**config.mk**
```make
export PLATFORM = sky130hd
export DESIGN_NAME = prd_div_cell
export DESIGN_NICKNAME = d
export VERILOG_FILES = /design/src/rtl/prd_pkg.sv /design/src/rtl/prd_div_cell.sv
export SDC_FILE = /design/constraint.sdc
export NUM_CORES = 1
export LEC_CHECK = 0
export ABC_AREA = 1
export BUFFER_PORTS_ARGS = -buffer_cell sky130_fd_sc_hd__clkbuf_2
export CAP_MARGIN = 20
export CORE_ASPECT_RATIO = 0.9
export CORE_MARGIN = 3
export CORE_UTILIZATION = 55
export CTS_BUF_LIST = sky130_fd_sc_hd__clkbuf_8
export DETAILED_ROUTE_END_ITERATION = 10
export PLACE_DENSITY_LB_ADDON = 0.05
export SLEW_MARGIN = 5
export SYNTH_ARGS = -nofsm -noshare
export SYNTH_HDL_FRONTEND = slang
export SYNTH_SLANG_ARGS = --single-unit
```
**constraint.sdc**
```tcl
create_clock -name clk -period 1.9 [get_ports clk]
set_clock_uncertainty 0.05 [all_clocks]
set_input_delay 0.38 -clock clk [delete_from_list [all_inputs] [get_ports clk]]
set_output_delay 0.38 -clock clk [all_outputs]
set_load 0.02 [all_outputs]
```
**src/rtl/prd_pkg.sv**
```systemverilog
package prd_pkg;

    // fixed-point format of the result
    localparam int FRACTION_BITS = 14;
    localparam int MAX_DIMENSION = 4096;

    // field and register widths
    localparam int PIX_W  = 12;
    localparam int DIM_W  = 13;
    localparam int ASP_W  = 16;
    localparam int FOV_W  = 20;
    localparam int CFG_W  = 20;
    localparam int CIDX_W = 2;
    localparam int DIR_W  = 16;
    localparam int DIRZ_W = 15;

    // datapath widths
    localparam int MAG_W      = 31;
    localparam int SUM_W      = 64;
    localparam int LEN_W      = 32;
    localparam int Q_W        = FRACTION_BITS + 1;
    localparam int NUM_W      = MAG_W + FRACTION_BITS + 1;
    localparam int SQRT_STEPS = SUM_W / 2;

    // register indexes
    typedef enum logic [CIDX_W-1:0] {
        CFG_IMAGE_WIDTH  = 2'd0,
        CFG_IMAGE_HEIGHT = 2'd1,
        CFG_ASPECT_RATIO = 2'd2,
        CFG_FOV_SCALE    = 2'd3
    } cfg_index_t;

    typedef struct packed {
        logic [PIX_W-1:0] pixel_x;
        logic [PIX_W-1:0] pixel_y;
    } in_t;

    typedef struct packed {
        logic signed [DIR_W-1:0] dir_x;
        logic signed [DIR_W-1:0] dir_y;
        logic [DIRZ_W-1:0]       dir_z;
    } out_t;

    // state handed along the square root chain
    typedef struct packed {
        logic [SUM_W-1:0] v;
        logic [SUM_W-1:0] res;
        logic [MAG_W-1:0] mx;
        logic [MAG_W-1:0] my;
        logic [MAG_W-1:0] mz;
        logic             sx;
        logic             sy;
    } sqrt_state_t;

    // one component of the divide chain
    typedef struct packed {
        logic [LEN_W-1:0] rem;
        logic [Q_W-1:0]   low;
        logic [Q_W-1:0]   q;
    } div_lane_t;

    typedef struct packed {
        div_lane_t [2:0]  lane;
        logic [LEN_W-1:0] len;
        logic             sx;
        logic             sy;
    } div_state_t;

endpackage

```
**src/rtl/prd_div_cell.sv**
```systemverilog
module prd_div_cell (
    input  logic                clk,
    input  logic                rst_n,
    input  logic                advance,
    input  logic                in_valid,
    input  prd_pkg::div_state_t in_state,
    output logic                out_valid,
    output prd_pkg::div_state_t out_state
);

    localparam int LW = prd_pkg::LEN_W;
    localparam int QW = prd_pkg::Q_W;

    logic                valid_reg;
    prd_pkg::div_state_t state_reg;
    prd_pkg::div_state_t state_next;

    // one quotient bit for each of the three components
    always_comb
    begin
        logic [LW:0] t;
        logic [LW:0] diff;
        logic        ge;
        state_next = in_state;
        for (int k = 0; k < 3; k++)
        begin
            t    = {in_state.lane[k].rem, in_state.lane[k].low[QW-1]};
            diff = t - {1'b0, in_state.len};
            ge   = t >= {1'b0, in_state.len};
            state_next.lane[k].rem = ge ? diff[LW-1:0] : t[LW-1:0];
            state_next.lane[k].low = {in_state.lane[k].low[QW-2:0], 1'b0};
            state_next.lane[k].q   = {in_state.lane[k].q[QW-2:0], ge};
        end
    end

    // valid bit
    always_ff @(posedge clk or negedge rst_n)
    begin
        if (!rst_n)
            valid_reg <= 1'b0;
        else if (advance)
            valid_reg <= in_valid;
    end

    // payload
    always_ff @(posedge clk)
    begin
        if (advance)
            state_reg <= state_next;
    end

    assign out_valid = valid_reg;
    assign out_state = state_reg;

endmodule

```
==> out/results.ini, run 1 <==
[yosys]
synth_top_area_frac=0.411
yosysUniqueCellTypes=35
yosysTopAreaCell=edfxtp_1
yosysWarnings=0
syn_area_per_cell_sq_um=7.32
ys.flop_type=edfxtp_1
synthTopCellsByArea=edfxtp_1 41%, nand2_1 21%, inv_1 9.7%, ha_1 7.6%, nand3_1 5.4%
synth_most_common_cell=nand2_1
synth_edf_count=217
ys_ff_latch=218
synthCells=2164
async_flop_share=0.00459
synth_area_sq_um=15800
ys_top_cells_by_count=891 x nand2_1, 410 x inv_1, 217 x edfxtp_1
yosysSeqAreaShare=0.413

[status]
outcome=aborted with a tool error
failed_stage=global routing (5_1_grt)
tool.error=[ERROR GRT-0232] Routing congestion too high. Check the congestion heatmap in the GUI.

[clocking]
cts-buffers-inserted=37
clockRootBuffer=clkbuf_8
cts_max_path_buffers=3
ctsHtreeMaxLevel=2
cts.sinks=218

[floorplanning]
die_h_um=167
die_w_um=185
io_pins=445
start_util=0.563
rows=58

[placement]
dp_hpwl_um=47300
io_buffers=438
gp_congestion=0.980
dp_cells=3284
post-place-ws_ns=-0.786

[grt]
grt_usage=0.768
grt_max_degree=38
grt_remaining_overflow=110

[timing]
worst_endpoint_kind=register input
postGrtWorstEndpoint=out_state[153]$_DFFE_PP_/D

-- per-stage QoR --
step / util / instance area, sq um
2_1_floorplan: - / 16200
3_3_place_gp: 0.764 / 21500
3_5_place_dp: 0.764 / 21500
4_1_cts: 0.842 / 23700
-- logic make-up after synthesis --
logic type,Yosys count,share of synthesized area
buffers and inverters,445,0.113
xor gates and xnor gates,42,0.0232
AOI/OAI and AO/OA,69,0.0228
muxes,1,0.000711
and+or+nand+nor,1289,0.348
adders and majority gates,99,0.0796
DFF,218,0.413
other,1,0.000237
-- repair_timing --
action,in CTS
pin swaps,12
hold buffers,110
resized for setup,60
endpoints found under the hold margin,110
cloned,2
endpoints found under the setup margin,97
buffers inserted,13
-- routing by layer --
layer | GRT overflow | GRT usage
met1 | 0 | 0.746
met5 | 0 | 0.334
met2 | 69 | 0.924
met4 | 40 | 0.750
met3 | 1 | 0.657
==> inputs of run 2 (changes only) <==
--- a/config.mk
+++ b/config.mk
@@ -8,12 +8,10 @@
 export ABC_AREA = 1
 export BUFFER_PORTS_ARGS = -buffer_cell sky130_fd_sc_hd__clkbuf_2
 export CAP_MARGIN = 20
-export CORE_ASPECT_RATIO = 0.9
 export CORE_MARGIN = 3
-export CORE_UTILIZATION = 55
-export CTS_BUF_LIST = sky130_fd_sc_hd__clkbuf_8
+export CORE_UTILIZATION = 40
 export DETAILED_ROUTE_END_ITERATION = 10
-export PLACE_DENSITY_LB_ADDON = 0.05
+export PLACE_DENSITY_LB_ADDON = 0.15
 export SLEW_MARGIN = 5
 export SYNTH_ARGS = -nofsm -noshare
 export SYNTH_HDL_FRONTEND = slang
==> out/results.ini, run 2 <==
[yosys]
ys_top_cells_by_count=891 x nand2_1, 410 x inv_1, 217 x edfxtp_1
synth_edf_count=217
synth_top_area_frac=0.411
ys_ff_latch=218
synthTopCellsByArea=edfxtp_1 41%, nand2_1 21%, inv_1 9.7%, ha_1 7.6%, nand3_1 5.4%
yosysTopAreaCell=edfxtp_1
ys.flop_type=edfxtp_1
syn_area_per_cell_sq_um=7.32
synth_most_common_cell=nand2_1
yosysUniqueCellTypes=35
synth_area_sq_um=15800
yosysSeqAreaShare=0.413
async_flop_share=0.00459
synthCells=2164
yosysWarnings=0

[worst_hold_path]
whs_path_depth=2
hp-class=in2reg
min_to=out_state[14]
min_from=in_state[14]

[route]
drc=0
vias=17600
finalWirelength_um=67800
avgViaCountPerCell=4.84
wire_per_inst_um=18.7
drt-pass1-iter-count=6
dr.first_iter.drc_count=1316
ant_nets=0

[setup_path]
cp-start-kind=input pin
crit_type=in2reg
worstReg2RegEnd=out_valid
reg2reg_depth=1
crit_path_start=in_state[31]
crit_family=simple AND/OR/NAND/NOR gates
slowest_delay_ns=0.27
arrival_ns=2.22
crit_chain=clkbuf_2 -> inv_1 -> buf_4 -> ha_1 -> nand2_2 -> inv_1 -> nand3_2 -> nor2_1 -> nand2_1 -> nand3_2 -> nor2_4 -> buf_12 -> nand2_8 -> nand2_1 -> nand2_1
critPathRequiredTime_ns=2.15
crit_top_cell=nand2_1
crit_fanout=8
critPathBufInv=5
endpoint_kind=flop
r2r_slack_ns=1.11
slowest_stage=ha_1
rr_startpoint=out_valid

[clocking]
cts.sinks=218
clockRootBuffer=clkbuf_16
cts-buffers-inserted=26
cts_tree=built
ctsHtreeMaxLevel=1
cts.clk_slew.worst_paths_ns=0.06
clk-insertion-delay-late_ns=0.55
cts_max_path_buffers=3

[grt]
grt_max_degree=42
grt_remaining_overflow=0
antenna_found_initial=0
grt_pass1_wl_um=97600
grt_pass1_vias=17300
grt_usage=0.307

[floorplanning]
die_w_um=205
rows=72
start_util=0.407
io_pins=445
dieArea_sq_um=42000
fp.coreArea_sq_um=38900
die_h_um=205

[layout]
seq_area_sq_um=6540
layout-drive-gt1-share=0.376
diodes=0
fin_area_sq_um=25500
most-common-layout-cells=819 x nand2_1, 431 x clkbuf_2, 383 x inv_1, 336 x buf_4, 217 x edfxtp_1
largest_register_ffs=217
area_delta_synth_final_pct=61.3
multi_input_area_sq_um=9110
post-route-util=0.656
layout_commonest_cell=nand2_1
nets=3419
fill_cells=3373

[status]
failed_checks=setup timing
outcome=finished, violations left

[timing]
fin_setup_tns_ns=-1.30
finalHoldViolCount=0
finalSetupViolCount=48
timing.final.ws_setup_ns=-0.0636
rsz0062_at_grt=true
fin_crit_sh=1.03
fin_crit_ns=1.96
slew_viol_final=0
max_freq_mhz=509

[flow_run]
cap_violations=0

[placement]
place_area_sq_um=21700
post-place-ws_ns=-0.799
io_buffers=438
dp_hpwl_um=51800
gp_congestion=0.961

[power]
p_sw_frac=0.348
pwr_density_cell_nw_per_um2=705
pwr-share-clk=0.286
intPower_uw=11700
max-vdd-ir-drop_mv=0.640
power_leakage_uw=0.0134
power_uw=18000
switchingPower_uw=6270
power_frac_seq=0.343
comb_power_share=0.372

==> run 2: timing repair <==
item                       in CTS  in global routing
setup endpoints to repair      97                 98
hold endpoints to repair      109                  0
gates resized for setup       119                151
cloned                          4                  4
hold buffers                  109                  0
setup buffers                  21                 10
pin swaps                      23                 37
==> run 2: worst max-delay path by stage <==
stage	to	slack, ns	depth (start not counted)
floorplan	out_state[86]	-0.14	13
detailed placement	out_state[143]	-0.80	13
finish	out_state[209]	-0.06	15
global placement	out_state[143]	-0.83	13
global route	out_state[208]	-0.16	13
CTS	out_state[139]	-0.02	17
==> run 2: cells by family after synthesis <==
group                      share of synthesized area
adders and majority gates                     0.0796
buffers and inverters                          0.113
xor gates and xnor gates                      0.0232
and+or+nand+nor                                0.348
DFF                                            0.413
other                                       0.000237
muxes                                       0.000711
AOI/OAI and AO/OA                             0.0228
==> run 2: through the flow <==
step | cells | hold slack [ns]
global placement | 3438 | 0.106
global route | 3634 | 0.0472
floorplan | 2166 | 0.0344
detailed placement | 3438 | 0.107
finish | 3634 | 0.0743
CTS | 3620 | 0.0315
==> run 2: layout make-up <==
type / instances / share of cell area
clock buffer: 31 / 0.0262
clock inverter: 17 / 0.00779
inverter: 413 / 0.0629
multi-input combinational: 1508 / 0.357
sequential: 218 / 0.256
tap: 518 / 0.0254
timing repair buffer: 929 / 0.265
==> run 2: metal layers <==
| metal | up-vias | share of wire | track usage |
|---|---|---|---|
| li1 | 8654 | - | - |
| met3 | 175 | 0.075 | 0.0561 |
| met2 | 726 | 0.48 | 0.543 |
| met4 | 0 | 0.057 | 0.152 |
| met1 | 8023 | 0.38 | 0.357 |
| met5 | - | 0 | 0 |
==> run 2: power by group through the flow <==
stage,Clock (uW),Combinational [uW],Sequential (uW)
final,5150,6690,6170
after global routing,5430,7250,6200
after floorplan,0,2420,6900
after detailed placement,0,5830,6250
after CTS,5190,6360,6160
after global placement,0,5770,6240
(Power assumes the default switching activity.)
==> inputs of run 3 (changes only) <==
--- a/config.mk
+++ b/config.mk
@@ -16,3 +16,4 @@
 export SYNTH_ARGS = -nofsm -noshare
 export SYNTH_HDL_FRONTEND = slang
 export SYNTH_SLANG_ARGS = --single-unit
+export TNS_END_PERCENT = 50
==> out/results.ini, run 3 (same netlist as run 2, synthesis figures left out) <==
[status]
outcome=finished, violations left
failed_checks=setup timing

[grt]
global_route.usage.met1=0.375
gr-usage-met2=0.531
grt_remaining_overflow=0
grt_usage=0.306
use_met3=0.0447
grt_pass1_vias=17100
grt_pass1_wl_um=97400
grt-busiest-layer=met2
antenna_found_initial=2
grt_max_degree=46

[clocking]
cts.clk_slew.worst_paths_ns=0.06
cts_max_path_buffers=3
cts-buffers-inserted=26
clk-insertion-delay-late_ns=0.56
ctsHtreeMaxLevel=1
clockRootBuffer=clkbuf_16
cts_tree=built
cts.sinks=218

[route]
dr.first_iter.drc_count=1263
wire_per_inst_um=19.1
drt-pass1-iter-count=8
ant_nets=0
drc=0
finalWirelength_um=70100
avgViaCountPerCell=4.87
vias=17900

[setup_path]
rr_startpoint=out_valid
slowest_delay_ns=0.30
endpoint_kind=flop
slowest_stage=ha_4
crit_fanout=8
cp-start-kind=input pin
critPathBufInv=6
arrival_ns=2.35
crit_path_start=in_state[25]
crit_chain=buf_8 -> clkinvlp_4 -> buf_6 -> ha_4 -> nand2_4 -> nor2_4 -> inv_2 -> nor2_4 -> inv_2 -> nor3_4 -> nand2_8 -> buf_12 -> nand2_8 -> nand2_2 -> nand2_1
crit_family=simple AND/OR/NAND/NOR gates
crit_type=in2reg
critPathRequiredTime_ns=2.28

[power]
intPower_uw=11700
switchingPower_uw=6480
pwr_density_cell_nw_per_um2=687
power_frac_seq=0.339
pwr-share-clk=0.268
power_leakage_uw=0.0137
p_sw_frac=0.356
comb_power_share=0.393
max-vdd-ir-drop_mv=0.742

[floorplanning]
die_w_um=205
fp.coreArea_sq_um=38900
rows=72
dieArea_sq_um=42000
die_h_um=205
io_pins=445
start_util=0.407

[layout]
multi_input_area_sq_um=9710
seq_area_sq_um=6540
nets=3456
area_delta_synth_final_pct=67.3
fill_cells=3185
stdcell_count=3673
layout_commonest_cell=nand2_1
largest_register_ffs=217
most-common-layout-cells=757 x nand2_1, 422 x clkbuf_2, 367 x inv_1, 358 x buf_4, 217 x edfxtp_1
layout-drive-gt1-share=0.420

[placement]
io_buffers=438
dp_cells=3442
gp_congestion=0.968
dp_hpwl_um=52300

[timing]
rsz0062_at_grt=true
timing.final.ws_setup_ns=-0.0680
finalSetupViolCount=59
whs_ns=0.0605
fin_crit_sh=1.04
slew_viol_final=0
fin_crit_ns=1.97
finalHoldViolCount=0
max_freq_mhz=508

[worst_hold_path]
min_from=in_state[15]
hp-class=in2reg

[flow_run]
cap_violations=0

[run 3: cell count changes in the layout (fill, tap and decap cells not counted), sizes merged]
cell and change:
bufinv -2, clkbuf -8, nand2 +1, buf +42, clkinvlp +3, clkinv +1, diode +2
[run 3: per-layer routing]
metal / routed length (um) / share of wire / vias up
met5: 0 / 0 / -
met4: 4010 / 0.057 / 0
met3: 4760 / 0.068 / 189
met2: 33700 / 0.48 / 788
met1: 27600 / 0.39 / 8178
li1: - / - / 8717
[run 3: timing repair]
action / in CTS / in global routing
pin swaps: 16 / 90
setup endpoints to repair: 98 / 99
resized for setup: 108 / 335
buffers inserted: 30 / 28
endpoints found under the hold margin: 108 / 1
hold buffers: 108 / 1
gates cloned: 3 / 12
[run 3: power groups by stage]
stage                     clock [uW]  sequential (uW)  combinational [uW]
final                           4880             6170                7150
after global routing            5160             6210                7700
after CTS                       4940             6160                6360
after detailed placement           0             6240                5850
after global placement             0             6250                5780
after floorplan                    0             6900                2420
[run 3: per-stage QoR]
| step | TNS [ns] | utilization | worst slack (ns) | total power (uW) | cell area [sq um] |
|---|---|---|---|---|---|
| after global placement | -73.31 | 0.558 | -0.837 | 12000 | 21700 |
| after detailed placement | -76.39 | 0.558 | -0.828 | 12100 | 21700 |
| after global routing | -6.21 | 0.681 | -0.124 | 19100 | 26500 |
| after CTS | -2.23 | 0.635 | -0.0559 | 17500 | 24700 |
| after floorplan | -12.96 | - | -0.141 | 9320 | 16200 |
| final | -1.96 | 0.681 | -0.0680 | 18200 | 26500 |
[run 3: layout make-up]
cell class              instances  share of cell area
flip-flops and latches        218               0.247
clock buffers                  29              0.0250
well taps                     518              0.0245
repair buffers                965               0.270
diodes                          2            0.000189
multi-input cells            1509               0.366
inverters                     413              0.0610
clock inverters                19             0.00633
[run 3: final timing paths]
check / to / slack [ns] / depth (start not counted)
setup reg to reg: out_valid / 1.11 / 1
min in group asynchronous: out_valid / 0.08 / 2
setup / recovery: out_state[194] / -0.07 / 15
hold / removal: out_state[15] / 0.06 / 2
hold reg to reg: out_valid / 0.47 / 1
max in group asynchronous: out_valid / 1.63 / 2
